$ cat config.mk
export PLATFORM = sky130hd
export DESIGN_NAME = ordered_list_with_positional_delete_unit
export DESIGN_NICKNAME = d
export VERILOG_FILES = /design/src/olpd_pkg.sv /design/src/olpd_cell.sv /design/src/olpd_ctrl.sv /design/src/ordered_list_with_positional_delete_unit.sv
export SDC_FILE = /design/constraint.sdc
export NUM_CORES = 1
export LEC_CHECK = 0
export ABC_AREA = 0
export BUFFER_PORTS_ARGS = -buffer_cell sky130_fd_sc_hd__buf_2
export CAP_MARGIN = 20
export CORE_ASPECT_RATIO = 1.75
export CORE_MARGIN = 5
export CORE_UTILIZATION = 50
export DETAILED_ROUTE_END_ITERATION = 6
export GPL_TIMING_DRIVEN = 1
export PLACE_DENSITY = 0.67
export SKIP_LAST_GASP = 1
export SLEW_MARGIN = 40
export SYNTH_ARGS = -nofsm -noshare
export SYNTH_HDL_FRONTEND = slang
export SYNTH_SLANG_ARGS = --single-unit
$ cat constraint.sdc
create_clock -name clk -period 6.6 [get_ports clk]
set_input_delay 1.32 -clock clk [delete_from_list [all_inputs] [get_ports clk]]
set_output_delay 1.32 -clock clk [all_outputs]
set_load 0.1 [all_outputs]
$ cat src/olpd_pkg.sv
// Shared types and constants for the ordered list unit.
package olpd_pkg;

	// Size of the row of cells and the widths that follow from it.
	localparam int CAPACITY = 16;
	localparam int CNT_W    = $clog2(CAPACITY + 1);
	localparam int IDX_W    = (CAPACITY > 1) ? $clog2(CAPACITY) : 1;
	localparam int DATA_W   = 32;
	localparam int POS_W    = 8;

	// Operation codes of a request.
	typedef enum logic [1:0] {
		OP_INSERT_FRONT = 2'd0,
		OP_REMOVE_FRONT = 2'd1,
		OP_REMOVE_BACK  = 2'd2,
		OP_REMOVE_AT    = 2'd3
	} op_t;

	// Status codes of a result.
	typedef enum logic [1:0] {
		ST_DONE    = 2'd0,
		ST_EMPTY   = 2'd1,
		ST_INVALID = 2'd2,
		ST_FULL    = 2'd3
	} status_t;

	// Per-cell move: keep, take the entry in front, or take the entry behind.
	typedef enum logic [1:0] {
		CELL_HOLD  = 2'd0,
		CELL_BACK  = 2'd1,
		CELL_FWD   = 2'd2
	} cell_cmd_t;

	// Result bookkeeping handed from the controller to the top level.
	typedef struct packed {
		logic             done;
		status_t          status;
		logic [CNT_W-1:0] count;
	} res_t;

endpackage

$ cat src/olpd_cell.sv
// One storage cell of the list row.
module olpd_cell (
	input  logic                        clk,
	input  olpd_pkg::cell_cmd_t         cmd,
	input  logic [olpd_pkg::DATA_W-1:0] back_in,
	input  logic [olpd_pkg::DATA_W-1:0] fwd_in,
	output logic [olpd_pkg::DATA_W-1:0] data_q
);

	// Take the entry in front on an insert, the one behind when a gap closes.
	always_ff @(posedge clk) begin
		unique case (cmd)
			olpd_pkg::CELL_BACK: data_q <= back_in;
			olpd_pkg::CELL_FWD:  data_q <= fwd_in;
			default:             data_q <= data_q;
		endcase
	end

endmodule

$ cat src/olpd_ctrl.sv
// Request decoder: checks the request, keeps the count and steers the cells.
module olpd_ctrl (
	input  logic                                         clk,
	input  logic                                         arst_n,
	input  logic                                         accept,
	input  logic [1:0]                                   operation,
	input  logic [olpd_pkg::POS_W-1:0]                   position,
	output olpd_pkg::cell_cmd_t [olpd_pkg::CAPACITY-1:0] cmds,
	output olpd_pkg::res_t                               res
);

	logic [olpd_pkg::CNT_W-1:0] occ_q;
	logic [olpd_pkg::CNT_W-1:0] occ_d;
	olpd_pkg::status_t          status_q;
	olpd_pkg::status_t          status_d;
	logic                       done_q;
	logic                       insert_ok;
	logic                       remove_ok;
	logic                       shift_ok;
	logic [olpd_pkg::POS_W-1:0] gap_idx;
	logic                       pos_ok;
	olpd_pkg::op_t              op;

	assign op     = olpd_pkg::op_t'(operation);
	assign pos_ok = (position != '0) &&
		({1'b0, position} <= (olpd_pkg::POS_W + 1)'(occ_q));

	// Decide the outcome of the request and the new count.
	always_comb begin
		insert_ok = 1'b0;
		remove_ok = 1'b0;
		shift_ok  = 1'b0;
		gap_idx   = '0;
		status_d  = olpd_pkg::ST_DONE;
		unique case (op)
			olpd_pkg::OP_INSERT_FRONT: begin
				if (occ_q >= olpd_pkg::CNT_W'(olpd_pkg::CAPACITY)) begin
					status_d = olpd_pkg::ST_FULL;
				end else begin
					insert_ok = 1'b1;
				end
			end
			olpd_pkg::OP_REMOVE_FRONT: begin
				if (occ_q == '0) begin
					status_d = olpd_pkg::ST_EMPTY;
				end else begin
					remove_ok = 1'b1;
					shift_ok  = 1'b1;
				end
			end
			olpd_pkg::OP_REMOVE_BACK: begin
				if (occ_q == '0) begin
					status_d = olpd_pkg::ST_EMPTY;
				end else begin
					remove_ok = 1'b1;
				end
			end
			default: begin
				if (!pos_ok) begin
					status_d = olpd_pkg::ST_INVALID;
				end else begin
					remove_ok = 1'b1;
					shift_ok  = 1'b1;
					gap_idx   = position - 1'b1;
				end
			end
		endcase
		occ_d = occ_q;
		if (accept && insert_ok) begin
			occ_d = occ_q + 1'b1;
		end else if (accept && remove_ok) begin
			occ_d = occ_q - 1'b1;
		end
	end

	// Per-cell moves: an insert shifts the whole row back, a removal at the front
	// or at a position closes the gap from the removed cell onward. The last cell has nothing behind.
	always_comb begin
		for (int i = 0; i < olpd_pkg::CAPACITY; i++) begin
			cmds[i] = olpd_pkg::CELL_HOLD;
			if (accept && insert_ok) begin
				cmds[i] = olpd_pkg::CELL_BACK;
			end else if (accept && shift_ok && (i < olpd_pkg::CAPACITY - 1) &&
					(olpd_pkg::POS_W'(i) >= gap_idx)) begin
				cmds[i] = olpd_pkg::CELL_FWD;
			end
		end
	end

	// Count and result registers.
	always_ff @(posedge clk or negedge arst_n) begin
		if (!arst_n) begin
			occ_q    <= '0;
			done_q   <= 1'b0;
			status_q <= olpd_pkg::ST_DONE;
		end else begin
			occ_q  <= occ_d;
			done_q <= accept;
			if (accept) begin
				status_q <= status_d;
			end
		end
	end

	assign res.done   = done_q;
	assign res.status = status_q;
	assign res.count  = occ_q;

endmodule

$ cat src/ordered_list_with_positional_delete_unit.sv
// Ordered list unit: a row of cells that shifts on insert and closes gaps on removal.
// The result strobes on done in the cycle after the request is accepted.
// Throughput: one request per cycle; each cell moves one step per cycle, so an
// insert or a removal anywhere in the row moves every cell at most one step.
// busy is never raised, and results cannot be held off by the receiver.
// Reset clears the entry count and the result strobe; cell contents are undefined.
module ordered_list_with_positional_delete_unit (
	input  logic                                      clk,
	input  logic                                      arst_n,
	input  logic                                      start,
	output logic                                      busy,
	input  logic [1:0]                                operation,
	input  logic signed [olpd_pkg::DATA_W-1:0]        value,
	input  logic [olpd_pkg::POS_W-1:0]                position,
	output logic                                      done,
	output logic [1:0]                                status,
	output logic [olpd_pkg::CNT_W-1:0]                entry_count,
	output logic signed [olpd_pkg::DATA_W-1:0]        front_value,
	output logic signed [olpd_pkg::DATA_W-1:0]        back_value
);

	olpd_pkg::cell_cmd_t [olpd_pkg::CAPACITY-1:0] cmds;
	olpd_pkg::res_t                               res;
	logic [olpd_pkg::DATA_W-1:0]                  cell_data [olpd_pkg::CAPACITY];
	logic [olpd_pkg::IDX_W-1:0]                   back_idx;
	logic                                         accept;

	assign busy   = 1'b0;
	assign accept = start && !busy;

	olpd_ctrl u_ctrl (
		.clk       (clk),
		.arst_n    (arst_n),
		.accept    (accept),
		.operation (operation),
		.position  (position),
		.cmds      (cmds),
		.res       (res)
	);

	// The row of cells; cell 0 is the front and takes the new value on insert.
	for (genvar i = 0; i < olpd_pkg::CAPACITY; i++) begin : g_cell
		logic [olpd_pkg::DATA_W-1:0] back_in;
		logic [olpd_pkg::DATA_W-1:0] fwd_in;
		if (i == 0) begin : g_front
			assign back_in = value;
		end else begin : g_mid
			assign back_in = cell_data[i-1];
		end
		if (i == olpd_pkg::CAPACITY - 1) begin : g_last
			assign fwd_in = '0;
		end else begin : g_inner
			assign fwd_in = cell_data[i+1];
		end
		olpd_cell u_cell (
			.clk     (clk),
			.cmd     (cmds[i]),
			.back_in (back_in),
			.fwd_in  (fwd_in),
			.data_q  (cell_data[i])
		);
	end

	// Result: status and count from the controller, ends of the list from the row.
	assign back_idx    = olpd_pkg::IDX_W'(res.count - 1'b1);
	assign done        = res.done;
	assign status      = res.status;
	assign entry_count = res.count;
	assign front_value = (res.count == '0) ? '0 : cell_data[0];
	assign back_value  = (res.count == '0) ? '0 : cell_data[back_idx];

endmodule

==> implementation parameters <==
Parameter                              Value

Status
  Run status    finished, final reports clean

Setup path
  Cell family with most CP delay    buffers and inverters
  Critical Path Start Type    flip-flop
  Worst Path Arrival    4.09 ns
  Max stage delay on crit path    0.72 ns
  Critical path buffer and inverter count    3
  Worst reg2reg startpoint    u_ctrl.occ_q[0]$_DFFE_PN0P_
  Slowest-stage cell, CP    dfrtp_4
  Worst R2R End    g_cell[10].u_cell.data_q[30]$_DFFE_PP_
  Worst R2R Setup Slack    2.07 ns
  Class of the most critical setup path    flip-flop to output port
  Setup crit end kind    output port
  Cell depth of the worst flop-to-flop path    10
  Worst-path cell chain    inv_1 -> ha_4 -> buf_12 -> mux4_2 -> nor2b_1 -> a211oi_1 -> a211oi_4 -> buf_2
  Critical path required time    5.28 ns
  Largest fanout on the critical path    43

STA
  Number of failing hold endpoints at the final stage    0
  Highest clock frequency the design can meet    0.185 GHz
  Max-slew violation count    0
  Clock skew after layout    0.0202 ns
  Min cycle time layout    5.41 ns
  Transition time at the pin with the least slew margin    0.784 ns
  Share of the cycle needed by the critical path after routing    82.0%
  Worst slew slack as a fraction of its limit    47.6%
  Setup tns final    0 ns
  Number of setup violations in the final report    0
  RSZ-0062 raised after global routing    false

Detailed routing
  Routed wire length    67400 um
  Initial DRC Count    1170
  Mean number of vias per cell    6.25
  DRC    0
  Wire length per cell after detailed routing    28.1 um
  Pre-Repair DR Iteration Count    5
  ANT nets after route    0
  Total number of vias    15000

Yosys
  Number of synthesized register bits    520
  Number of synthesized flops with an enable pin    512
  Number of instances in the synthesized netlist    1575
  Avg Cell Area, Syn    17.0 um2
  Syn nets    1632
  Share of flip-flops with an asynchronous set or reset    1.54%
  Synth cell types    56
  Netlist Area Pre-Place    26800 um2
  Sequential area share after synthesis    58.2%
  Yosys warning count    0
  Commonest register cell after synthesis    edfxtp_1

Final layout
  Diodes inserted    0
  Area added between synthesis and finish    12.8%
  Most used cells in the layout excluding fill and tap cells    edfxtp_1 (512), mux2_2 (446), mux4_2 (128), buf_2 (116), nor2b_1 (65)
  Number of filler instances in the final layout    4169
  Proportion of layout cells with a drive suffix above 1    51.8%
  Most common library cell in the layout ignoring fill and taps    edfxtp_1
  Net total in the final layout    1734

Place
  Input/output buffers    116
  HPWL Detailed    45400 um
  Routability-driven placement congestion ratio    0.882

Global route
  Total routing usage reported by global routing    23.2%
  Routing usage on met3    2.74%
  Pin count of the biggest net entering global routing    69
  Global-route wire length before repair    103000 um
  Number of antenna violations at the first check in global routing    0
  Met2 Use GR    38.6%
  Congestion Overflow GR    0
  Met1 Usage GRT    33.3%
  Vias in the first global route    15800
  Routing layer with the top usage in global route    met2

Worst hold path
  Classification of the worst-slack hold path    flip-flop to flip-flop
  Cell depth of the worst hold path    0
  Hold path startpoint    g_cell[14].u_cell.data_q[6]$_DFFE_PP_
  Hold path endpoint    g_cell[15].u_cell.data_q[6]$_DFFE_PP_

Clock tree
  Clock root buffer    clkbuf_16
  Number of clock sinks    520
  Hold Buf Count CTS    0
  Post-CTS setup buffers    0
  CTS-repair resized insts    0
  Clock tree buffer depth    3
  Clock latency at the later pin of the worst-skew pair    0.59 ns
  CTS tree    yes
  Number of clock buffers inserted by TritonCTS    48
  Clock transition at the register clock pins on the worst setup and hold paths after CTS    0.06 ns
  Level count of the clock H-tree    2

Floorplanning
  Starting utilization of the core area    50.3%
  Die X    185 um
  Die boundary height    316 um
  I/O pins    118
  Placeable Area    53300 um2
  Site row count    112
  Die Area    58400 um2

Run
  Max capacitance violation total    0
[routing by layer]
metal | routed length [um] | up-vias
met1 | 29100 | 7940
li1 | - | 6576
met2 | 34000 | 408
met3 | 3080 | 80
met4 | 1300 | 0
met5 | 0 | -
[logic make-up after synthesis]
logic type      after synthesis  synth area share [%]
compound gates              122                  3.31
xor+xnor                      7                 0.229
fa+ha+maj                    12                 0.561
buf+inv                     123                  2.02
flops                       520                  58.2
mux                         641                  32.6
other cells                   1                0.0140
simple gates                149                  3.05
[synthesized netlist by cell type (2+ instances only)]
| cell | instances | share of area (%) |
|---|---|---|
| nor3_1 | 11 | 0.21 |
| or4_1 | 2 | 0.056 |
| o31ai_1 | 6 | 0.17 |
| mux2_4 | 30 | 1.7 |
| dfrtp_1 | 8 | 0.75 |
| nor4_1 | 2 | 0.047 |
| or3_1 | 2 | 0.047 |
| buf_6 | 3 | 0.13 |
| nand3b_1 | 2 | 0.056 |
| o21ai_0 | 14 | 0.26 |
| mux2_2 | 446 | 19 |
| nand4_1 | 3 | 0.070 |
| nand3_1 | 11 | 0.21 |
| nor2_1 | 17 | 0.24 |
| o211ai_1 | 2 | 0.056 |
| mux2i_1 | 33 | 1.2 |
| xnor2_1 | 6 | 0.20 |
| nand2_1 | 25 | 0.35 |
| mux4_2 | 128 | 11 |
| clkbuf_1 | 45 | 0.63 |
| ha_1 | 12 | 0.56 |
| o41ai_1 | 3 | 0.098 |
| nor3b_1 | 3 | 0.084 |
| a211oi_1 | 64 | 1.8 |
| o21a_1 | 2 | 0.056 |
| a21oi_1 | 10 | 0.19 |
| edfxtp_1 | 512 | 57 |
| buf_2 | 42 | 0.79 |
| buf_1 | 19 | 0.27 |
| mux2_1 | 4 | 0.17 |
| o21ai_1 | 4 | 0.075 |
| nor2b_1 | 65 | 1.5 |
| inv_1 | 13 | 0.18 |
| a31oi_1 | 4 | 0.093 |
[state kept, by name, summed over array words and instances (netlist names)]
signal                cells
u_ctrl.status_q           2
u_ctrl.done_q             1
u_ctrl.occ_q              5
g_cell.u_cell.data_q    512
[worst max path at each step]
| stage | startpoint | end | slack (ns) | depth (start not counted) |
|---|---|---|---|---|
| after floorplan | u_ctrl.occ_q[0]$_DFFE_PN0P_ | back_value[1] | 0.13 | 14 |
| after global placement | u_ctrl.occ_q[0]$_DFFE_PN0P_ | back_value[6] | 1.74 | 7 |
| after detailed placement | position[4] | g_cell[10].u_cell.data_q[23]$_DFFE_PP_ | 1.73 | 10 |
| after CTS | u_ctrl.occ_q[0]$_DFFE_PN0P_ | back_value[6] | 1.11 | 7 |
| after global routing | u_ctrl.occ_q[0]$_DFFE_PN0P_ | back_value[6] | 1.01 | 7 |
| final | u_ctrl.occ_q[0]$_DFFE_PN0P_ | back_value[4] | 1.19 | 8 |
[cell type report]
type / instances / area, um2 / area share (%)
clock inverters: 24 / 178 / 0.588
flip-flops and latches: 520 / 15600 / 51.6
repair buffers: 162 / 1020 / 3.38
well taps: 684 / 856 / 2.83
inverters: 13 / 48.8 / 0.162
multi-input cells: 932 / 11200 / 37.0
clock buffers: 66 / 1340 / 4.44
[per-stage QoR]
| stage | area [um2] | utilization (%) | worst slack, ns | hold slack (ns) | cells |
|---|---|---|---|---|---|
| detailed placement | 28700 | 53.8 | 1.73 | 0.458 | 2311 |
| CTS | 30200 | 56.7 | 1.11 | 0.474 | 2401 |
| global route | 30200 | 56.7 | 1.01 | 0.497 | 2401 |
| global placement | 28600 | 53.8 | 1.74 | 0.456 | 2309 |
| finish | 30200 | 56.7 | 1.19 | 0.478 | 2401 |
| floorplan | 27100 | - | 0.131 | 0.438 | 1575 |
Power is left out: the tool's default activity adds up to more than one toggle a clock period on the data nets, which glitch-free logic cannot reach.
